## config.mk

```make
export PLATFORM = sky130hd
export DESIGN_NAME = keyboard_key_fifo_device
export DESIGN_NICKNAME = d
export VERILOG_FILES = /design/src/rtl/kfifo_pkg.sv /design/src/rtl/keyboard_key_fifo_device.sv /design/src/rtl/kfifo_ram.sv
export SDC_FILE = /design/constraint.sdc
export NUM_CORES = 2
export LEC_CHECK = 0
export ABC_AREA = 1
export BUFFER_PORTS_ARGS = -buffer_cell sky130_fd_sc_hd__buf_2
export CELL_PAD_IN_SITES_DETAIL_PLACEMENT = 0
export CELL_PAD_IN_SITES_GLOBAL_PLACEMENT = 2
export CORE_MARGIN = 3
export CORE_UTILIZATION = 39
export DETAILED_ROUTE_END_ITERATION = 7
export PLACE_DENSITY_LB_ADDON = 0.08
export SLEW_MARGIN = 10
export SYNTH_ARGS = -nofsm -noshare
export SYNTH_HDL_FRONTEND = slang
export SYNTH_HIERARCHICAL = 1
export SYNTH_SLANG_ARGS = --single-unit
export TNS_END_PERCENT = 10
```

## constraint.sdc

```tcl
create_clock -name clock -period 3.5 [get_ports clock]
set_input_delay 0.7 -clock clock [delete_from_list [all_inputs] [get_ports clock]]
set_output_delay 0.7 -clock clock [all_outputs]
set_load 0.05 [all_outputs]
```

## src/rtl/kfifo_pkg.sv

```systemverilog
// Shared types, constants and helper functions for the keyboard key FIFO device.
package kfifo_pkg;

   // Ring buffer geometry. One slot always stays free, so KEY_DEPTH-1 keys fit.
   localparam int KEY_DEPTH = 256;
   localparam int PTR_W     = $clog2(KEY_DEPTH);
   localparam int KEY_W     = 9;
   localparam int WORD_W    = 16;

   localparam logic [PTR_W-1:0] PTR_LAST = PTR_W'(KEY_DEPTH - 1);

   // Action codes.
   localparam logic ACT_KEY = 1'b0;
   localparam logic ACT_CMD = 1'b1;

   // Processor command codes carried in register A.
   localparam logic [WORD_W-1:0] CMD_CLEAR   = 16'd0;
   localparam logic [WORD_W-1:0] CMD_POP     = 16'd1;
   localparam logic [WORD_W-1:0] CMD_NO_KEY  = 16'd2;
   localparam logic [WORD_W-1:0] CMD_SET_MSG = 16'd3;

   // Host key codes that are remapped on pop.
   localparam logic [KEY_W-1:0] HOST_BACKSPACE = 9'd263;
   localparam logic [KEY_W-1:0] HOST_DELETE    = 9'h07f;
   localparam logic [KEY_W-1:0] HOST_ENTER     = 9'd343;
   localparam logic [KEY_W-1:0] HOST_NEWLINE   = 9'd10;
   localparam logic [KEY_W-1:0] HOST_UP        = 9'd259;
   localparam logic [KEY_W-1:0] HOST_DOWN      = 9'd258;
   localparam logic [KEY_W-1:0] HOST_LEFT      = 9'd260;
   localparam logic [KEY_W-1:0] HOST_RIGHT     = 9'd261;

   // Processor-side key codes.
   localparam logic [WORD_W-1:0] DEV_BACKSPACE = 16'h0010;
   localparam logic [WORD_W-1:0] DEV_RETURN    = 16'h0011;
   localparam logic [WORD_W-1:0] DEV_UP        = 16'h0080;
   localparam logic [WORD_W-1:0] DEV_DOWN      = 16'h0081;
   localparam logic [WORD_W-1:0] DEV_LEFT      = 16'h0082;
   localparam logic [WORD_W-1:0] DEV_RIGHT     = 16'h0083;

   // Request beat.
   typedef struct packed {
      logic              action;
      logic [KEY_W-1:0]  key_code;
      logic [WORD_W-1:0] cmd_word;
      logic [WORD_W-1:0] arg_word;
   } kfifo_req_type;

   // Result beat.
   typedef struct packed {
      logic              key_taken;
      logic              irq_raise;
      logic [WORD_W-1:0] irq_message;
      logic              c_write;
      logic [WORD_W-1:0] c_value;
      logic              bad_command;
   } kfifo_rsp_type;

   // Status carried from the access stage to the result stage.
   typedef struct packed {
      logic              key_taken;
      logic              irq_raise;
      logic [WORD_W-1:0] irq_message;
      logic              c_write;
      logic              pop_hit;
      logic              bad_command;
   } kfifo_stage_type;

   // Advance a ring pointer with wrap at the last slot.
   function automatic logic [PTR_W-1:0] next_pos(input logic [PTR_W-1:0] pos);
      return (pos == PTR_LAST) ? '0 : pos + 1'b1;
   endfunction

   // Translate a host key code to the processor's key numbering.
   function automatic logic [WORD_W-1:0] remap_key(input logic [KEY_W-1:0] code);
      logic [WORD_W-1:0] result;
      case (code)
         HOST_BACKSPACE, HOST_DELETE: result = DEV_BACKSPACE;
         HOST_ENTER, HOST_NEWLINE:    result = DEV_RETURN;
         HOST_UP:                     result = DEV_UP;
         HOST_DOWN:                   result = DEV_DOWN;
         HOST_LEFT:                   result = DEV_LEFT;
         HOST_RIGHT:                  result = DEV_RIGHT;
         default:                     result = WORD_W'(code);
      endcase
      return result;
   endfunction

endpackage

```

## src/rtl/keyboard_key_fifo_device.sv

```systemverilog
// Keyboard key FIFO device: key ring buffer, pointer control and command decode.
// A result strobes after its accepted request beat passes the s1 and result registers.
// Throughput: one request per cycle; busy stays low, and the single key RAM
// port pair (one write, one registered read) serves every beat.
// Results cannot be stalled by the receiver, and none are ever dropped.
// Synchronous reset empties the buffer, zeros the message word and clears
// the pipeline; the key RAM contents are not cleared.
module keyboard_key_fifo_device
   import kfifo_pkg::*;
(
   input  logic          clock,
   input  logic          reset,
   input  logic          start,
   output logic          busy,
   input  kfifo_req_type req_data,
   output logic          rsp_strobe,
   output kfifo_rsp_type rsp_data
);

   logic [PTR_W-1:0]  write_pos_ff, write_pos_in;
   logic [PTR_W-1:0]  read_pos_ff, read_pos_in;
   logic [WORD_W-1:0] irq_word_ff, irq_word_in;
   logic              s1_valid_ff;
   kfifo_stage_type   s1_ff, s1_in;
   logic              rsp_strobe_ff;
   kfifo_rsp_type     rsp_ff, rsp_in;

   logic              accept;
   logic [PTR_W-1:0]  write_next;
   logic              store_key;
   logic [KEY_W-1:0]  rd_key;

   // The pipeline takes a beat every cycle.
   assign busy   = 1'b0;
   assign accept = start & ~busy;

   assign write_next = next_pos(write_pos_ff);
   assign store_key  = accept && (req_data.action == ACT_KEY) && (write_next != read_pos_ff);

   // Decode the beat, update the pointers and message word.
   always_comb begin
      write_pos_in = write_pos_ff;
      read_pos_in  = read_pos_ff;
      irq_word_in  = irq_word_ff;
      s1_in        = '0;
      if (store_key) begin
         write_pos_in      = write_next;
         s1_in.key_taken   = 1'b1;
         s1_in.irq_raise   = (irq_word_ff != '0);
         s1_in.irq_message = irq_word_ff;
      end
      if (accept && (req_data.action == ACT_CMD)) begin
         case (req_data.cmd_word)
            CMD_CLEAR: begin
               write_pos_in = '0;
               read_pos_in  = '0;
            end
            CMD_POP: begin
               s1_in.c_write = 1'b1;
               if (read_pos_ff != write_pos_ff) begin
                  s1_in.pop_hit = 1'b1;
                  read_pos_in   = next_pos(read_pos_ff);
               end
            end
            CMD_NO_KEY: begin
               s1_in.c_write = 1'b1;
            end
            CMD_SET_MSG: begin
               irq_word_in = req_data.arg_word;
            end
            default: begin
               s1_in.bad_command = 1'b1;
            end
         endcase
      end
   end

   // Key storage.
   kfifo_ram #(
      .WIDTH (KEY_W),
      .DEPTH (KEY_DEPTH)
   ) u_key_ram (
      .clock   (clock),
      .wr_en   (store_key),
      .wr_addr (write_pos_ff),
      .wr_data (req_data.key_code),
      .rd_en   (s1_in.pop_hit),
      .rd_addr (read_pos_ff),
      .rd_data (rd_key)
   );

   // Build the result beat once the popped key is out of the RAM.
   always_comb begin
      rsp_in             = '0;
      rsp_in.key_taken   = s1_ff.key_taken;
      rsp_in.irq_raise   = s1_ff.irq_raise;
      rsp_in.irq_message = s1_ff.irq_message;
      rsp_in.c_write     = s1_ff.c_write;
      rsp_in.c_value     = s1_ff.pop_hit ? remap_key(rd_key) : '0;
      rsp_in.bad_command = s1_ff.bad_command;
   end

   // Control state.
   always_ff @(posedge clock) begin
      if (reset) begin
         write_pos_ff  <= '0;
         read_pos_ff   <= '0;
         irq_word_ff   <= '0;
         s1_valid_ff   <= 1'b0;
         rsp_strobe_ff <= 1'b0;
      end else begin
         write_pos_ff  <= write_pos_in;
         read_pos_ff   <= read_pos_in;
         irq_word_ff   <= irq_word_in;
         s1_valid_ff   <= accept;
         rsp_strobe_ff <= s1_valid_ff;
      end
   end

   // Payload registers.
   always_ff @(posedge clock) begin
      s1_ff  <= s1_in;
      rsp_ff <= rsp_in;
   end

   assign rsp_strobe = rsp_strobe_ff;
   assign rsp_data   = rsp_ff;

endmodule

```

## src/rtl/kfifo_ram.sv

```systemverilog
// Generic single-write, single-read RAM with registered read data.
module kfifo_ram #(
   parameter int WIDTH = 8,
   parameter int DEPTH = 16
) (
   input  logic                     clock,
   input  logic                     wr_en,
   input  logic [$clog2(DEPTH)-1:0] wr_addr,
   input  logic [WIDTH-1:0]         wr_data,
   input  logic                     rd_en,
   input  logic [$clog2(DEPTH)-1:0] rd_addr,
   output logic [WIDTH-1:0]         rd_data
);

   logic [WIDTH-1:0] mem_ff [DEPTH];
   logic [WIDTH-1:0] rd_data_ff;

   // Write port.
   always_ff @(posedge clock) begin
      if (wr_en) begin
         mem_ff[wr_addr] <= wr_data;
      end
   end

   // Registered read port; data holds between reads.
   always_ff @(posedge clock) begin
      if (rd_en) begin
         rd_data_ff <= mem_ff[rd_addr];
      end
   end

   assign rd_data = rd_data_ff;

endmodule

```

Word level (Yosys, flattened, before mapping)
Memories as Yosys holds them, arrays and structs flattened. A register that Yosys moved wholly into a read port is not among the register bits.
Cells that the tools add are included.

cells by class
  bitwise operators = 1
  equal/unequal tests = 16
  reduce and logical (&&, ||, !) cells = 12
  add/subtract/negate cells = 2
  muxes and demuxes = 16

operators by type and width
  kind                                                               count
  9-bit == test (second input constant)                              6
  9-bit case mux with 6 select lines                                 1
  8-bit two-way mux                                                  6
  16-bit by 2-bit == test with 1-bit output (second input constant)  2
  18-bit two-way mux                                                 1
  8-bit by 1-bit adder with 8-bit output (second input constant)     2
  16-bit by 1-bit == test with 1-bit output (second input constant)  1
  8-bit == test (second input constant)                              2
  16-bit zero test                                                   1
  8-bit != test                                                      2
  8-bit case mux with 2 select lines                                 1
  16-bit nonzero test                                                1
  9-bit by 4-bit == test with 1-bit output (second input constant)   1
  9-bit by 7-bit == test with 1-bit output (second input constant)   1
  1-bit two-way mux                                                  6
  2-bit OR reduction                                                 3
  4-bit OR reduction                                                 1
  1-bit logical AND                                                  3
  3-bit AND reduction                                                1
  2-bit two-way mux                                                  1
  2-bit != test (second input constant)                              1
  2-bit AND reduction                                                1
  2-bit nonzero test                                                 1
  1-bit NOT                                                          1

word-level totals
  bits in registers = 91
  memories kept = 1
  input port bits = 45
  bits in writable memories = 2304
  logic and storage cells = 65

memories
  name              depth  bits a word  rd ports  clocked after memory_dff  wr ports  line             source
  u_key_ram.mem_ff  256    9            1         1                         1         kfifo_ram.sv:15  logic [WIDTH-1:0] mem_ff [DEPTH];

Logic depth before layout (Yosys ltp)
  depth after elaboration = 7
  mapped depth = 17
  mapped depth without buffers = 15

By module
Netlist, hierarchy kept.

modules (own cells, without submodules)
  module                    cells each  times used  area an instance (sq um)  seq. area each (sq um)
  kfifo_ram                 7826        1           93609.8                   69456.6
  keyboard_key_fifo_device  454         1           3453.3                    1681.6

Least setup slack after synthesis
No wires, ideal clock.

  path kind = reg-to-reg
  start = register write_pos_ff[1]
  end = memory u_key_ram/mem_ff[162][0] in the netlist's numbering (enable)
  setup time = 0.374 ns
  period minus slack after synthesis = 3.176 ns
  cell stages (with the launch flop) = 16
  setup slack = 0.324 ns
  arrival = 2.802 ns
  data required time = 3.126 ns
  path through = dfxtp_1 -> ha_1 -> nand2_2 -> nor2_2 -> nand2_4 -> nand3_1 -> nand2_1 -> nand3_1 -> nor2_4 -> nand3_4 -> nand2_4 -> inv_2 -> clkbuf_1 -> nand3_1 -> clkbuf_1 -> nor2_1

between the ends
  cells in the longest elaborated chain, start to end = 6

RTL lines
  element                                                                         line                             source
  start: declaration                                                              keyboard_key_fifo_device.sv:20   logic [PTR_W-1:0] write_pos_ff, write_pos_in;
  start signal: assignment                                                        keyboard_key_fifo_device.sv:112  write_pos_ff <= write_pos_in;
  8-bit by 1-bit adder with 8-bit output / 8-bit == test (equally long branches)  kfifo_pkg.sv:70                  return (pos == PTR_LAST) ? '0 : pos + 1'b1;
  8-bit two-way mux                                                               kfifo_pkg.sv:70
  8-bit != test                                                                   keyboard_key_fifo_device.sv:38   assign store_key = accept && (req_data.action == ACT_KEY) && (write_next != read_pos_ff);
  1-bit logical AND                                                               keyboard_key_fifo_device.sv:38
  1-bit two-way mux                                                               kfifo_ram.sv:20                  if (wr_en) begin
  1-bit two-way mux (implied by the code)                                         kfifo_ram.sv:21                  mem_ff[wr_addr] <= wr_data;
  end: declaration                                                                kfifo_ram.sv:15

Parallel ways exist; a longest one is shown, timed or not.

Worst setup path in the final report
  start = register write_pos_ff[2]
  end = memory u_key_ram/mem_ff[213][2] in the netlist's numbering (enable)

The elaborated chain is that of the path after synthesis.

==> flow_summary.json <==
{
  "worst_ep_required_time_ns": 4.12,
  "clock.fmax_ghz": 0.301,
  "power_density_nw_per_um2": 539,
  "hpwl_mm": 200,
  "grt_pass1_wl_mm": 462,
  "portBuffers": 74,
  "clockBufferDepth": 4,
  "min_path_type": "input pin to flip-flop",
  "crit_family": "simple AND/OR/NAND/NOR gates",
  "path_buf_inv": 5,
  "track_usage_pct": 24.9,
  "wl_per_cell_um": 26.6,
  "clk_pin_slew_ns": 0.06,
  "drc": 0,
  "worst_pin_slew_ns": 0.934,
  "nets": 8643,
  "yosysTopAreaCellShare_pct": 71.6,
  "period_minus_slack_ns": 3.33,
  "hold_violations": 0,
  "finalWirelength_mm": 322,
  "vdd_drop_max_v": 0.000438,
  "synth_top_area_cell": "edfxtp_1",
  "drive_gt1_share_pct": 11.3,
  "crit_chain": "nand2_2 -> inv_1 -> nand3_1 -> nand2_1 -> xor2_1 -> nor2_2 -> nand3_4 -> nand2_4 -> inv_2 -> buf_12 -> nand2_2 -> buf_4 -> nor2_1 -> buf_4",
  "grt_use_met1_pct": 35.5,
  "worstPathMaxFanout": 19,
  "core_um2": 247000,
  "cp_slowest_cell": "dfxtp_1",
  "netlist_area_um2": 97100,
  "antenna_found_initial": 15,
  "gp_congestion": 0.832,
  "start_util_pct": 39.3,
  "rows": 182,
  "ys_types": 36,
  "first_iter_violations": 7195,
  "async_flop_share_pct": 0,
  "rsz0062_at_grt": "false",
  "multi_input_area_um2": 22900,
  "cts_num_sinks": 2397,
  "synthToLayoutAreaGrowth_pct": 16.2,
  "yosysMostFrequentCell": "nand2_1",
  "fin_worst_skew_ns": 0.0646,
  "min_period_over_period_pct": 95.1,
  "place_area_um2": 104000,
  "h-tree-depth": 5,
  "drt_pass1_iterations": 5,
  "cts_tree": "yes",
  "root_buffer": "clkbuf_16",
  "finish.utilization_pct": 45.7,
  "cp.arrival_ns": 3.95,
  "io_pins": 83,
  "critPathLaunchType": "flip-flop",
  "grtUsageMet3_pct": 4.59,
  "synth-seq-cells": 2397,
  "finalPower_mw": 60.9,
  "viasPerCell": 5.38,
  "yosysSeqAreaShare_pct": 73.3,
  "use_met2_pct": 38.9,
  "grt_max_degree": 133,
  "drv_slew": 0,
  "synth.avg_cell_area_um2": 11.7,
  "grt_pass1_vias": 64551,
  "max-slew-margin-rel_pct": 37.4,
  "die_area_um2": 255000,
  "ant_nets": 0,
  "synth_edf_count": 2313,
  "via_count": 65100,
  "synth_area_leaders": "edfxtp_1 (72%), nand3_1 (12%), nand2_1 (9.5%), dfxtp_1 (1.7%), buf_2 (1.7%)",
  "regArea_um2": 71200,
  "fp.dieH_um": 505,
  "drv_cap": 0,
  "fill_cells": 22868,
  "crit_type": "flip-flop to flip-flop",
  "synthCells": 8280,
  "die_x_um": 505,
  "p_leak_nw": 39.6,
  "numCtsBuffers": 285,
  "busiest_layer": "met2",
  "slowest_delay_ns": 0.55,
  "ys.flop_type": "edfxtp_1",
  "worstSetupEndpointType": "flip-flop",
  "synthTopCellsByCount": "nand2_1 (2,458), edfxtp_1 (2,313), nand3_1 (2,299)",
  "clk_latency_ns": 0.95,
  "grt_overflow": 0,
  "finalSetupViolCount": 0,
  "hold_ws_ns": 0.0702,
  "yosysWarningCount": 6,
  "run_status": "complete, no violations",
  "design_area_um2": 113000,
  "fin_setup_tns_ns": 0
}
==> final timing paths <==
check	start	end	slack (ns)	cells past startpoint
worst min register to register	rsp_in[34]$_SDFF_PP0_	rsp_data[34]$_DFF_P_	0.32	0
worst max register to register	write_pos_ff[2]$_SDFF_PP0_	u_key_ram/mem_ff[213][2]$_DFFE_PP_	0.17	14
worst min-delay path	req_data[11]	irq_word_ff[11]$_SDFFE_PP0P_	0.07	3
worst max-delay path	write_pos_ff[2]$_SDFF_PP0_	u_key_ram/mem_ff[213][2]$_DFFE_PP_	0.17	14
==> cell families (layout without fill, tap and decap cells) <==
logic type                 Yosys count  after routing  share of synthesized area, %
buffers and inverters              654           1158                          3.22
xor gates and xnor gates             7              7                        0.0632
adders and majority gates            2              2                        0.0258
other                                1             13                       0.00386
DFF                               2397           2397                          73.3
AOI/OAI and AO/OA                   52             52                         0.275
and+or+nand+nor                   5167           5167                          23.1
==> tightest hold or removal path, cell delays in order <==
cell and delay (ns):
buf_2 0.09, o21ai_0 0.08, a21oi_1 0.10
==> area by class of cell <==
type,count,share of cell area (%)
tap,3312,3.67
antenna,5,0.0111
sequential,2397,63.1
clock inverter,129,1.01
multi-input combinational,5236,20.3
timing repair buffer,574,4.86
clock buffer,353,6.72
inverter,102,0.380
==> sequential cells by signal, indices dropped and copies added, names as in the netlist, 8 cells and up <==
signal / cells
rsp_in: 20
u_key_ram/mem_ff: 2304
irq_word_ff: 16
u_key_ram/rd_data: 9
write_pos_ff: 8
read_pos_ff: 8
rsp_data: 29
==> metrics by stage <==
step                setup WS [ns]  cells
detailed placement         0.0733  11603
floorplan                   0.324   8287
global placement          -0.0726  11603
finish                      0.172  12108
CTS                        0.0140  12103
global route              0.00171  12104
==> per-layer routing <==
metal / up-vias / routed length [um] / part of all wire (%)
li1: 29921 / - / -
met1: 32681 / 145000 / 45
met2: 2109 / 148000 / 46
met3: 383 / 21100 / 6.6
met4: 6 / 8520 / 2.6
met5: - / 31 / 0.0096
==> cells in the final DEF, fill, tap and decap left out, drive strengths merged, types with 2 or more instances in the layout <==
master / netlist / layout
nor3: 14 / 14
xor2: 4 / 4
xnor2: 3 / 3
nand3: 2300 / 2300
nand4: 18 / 18
conb: 1 / 8
buf: 433 / 556
a21oi: 25 / 25
nor2: 359 / 359
dlygate4sd3: 0 / 18
ha: 2 / 2
diode: 0 / 5
nor4: 3 / 3
and3: 2 / 2
or2: 3 / 3
clkinvlp: 0 / 12
clkbuf: 119 / 353
bufinv: 0 / 19
clkinv: 4 / 98
edfxtp: 2313 / 2313
inv: 98 / 102
o21ai: 25 / 25
nand2: 2468 / 2468
dfxtp: 84 / 84
==> power by group <==
part	switching, mW	internal (mW)	total, mW	leakage [nW]
registers	0.0155	31.5	31.5	21.5
logic	1.05	0.245	1.29	13.9
clock network	11.4	16.7	28.1	4.25
==> timing repair <==
item,in CTS,in global routing
hold buffers,18,0
resized for setup,0,6
setup buffers,0,0
setup endpoints to repair,0,52
endpoints found under the hold margin,21,0
Power figures use the tool's default switching activity.
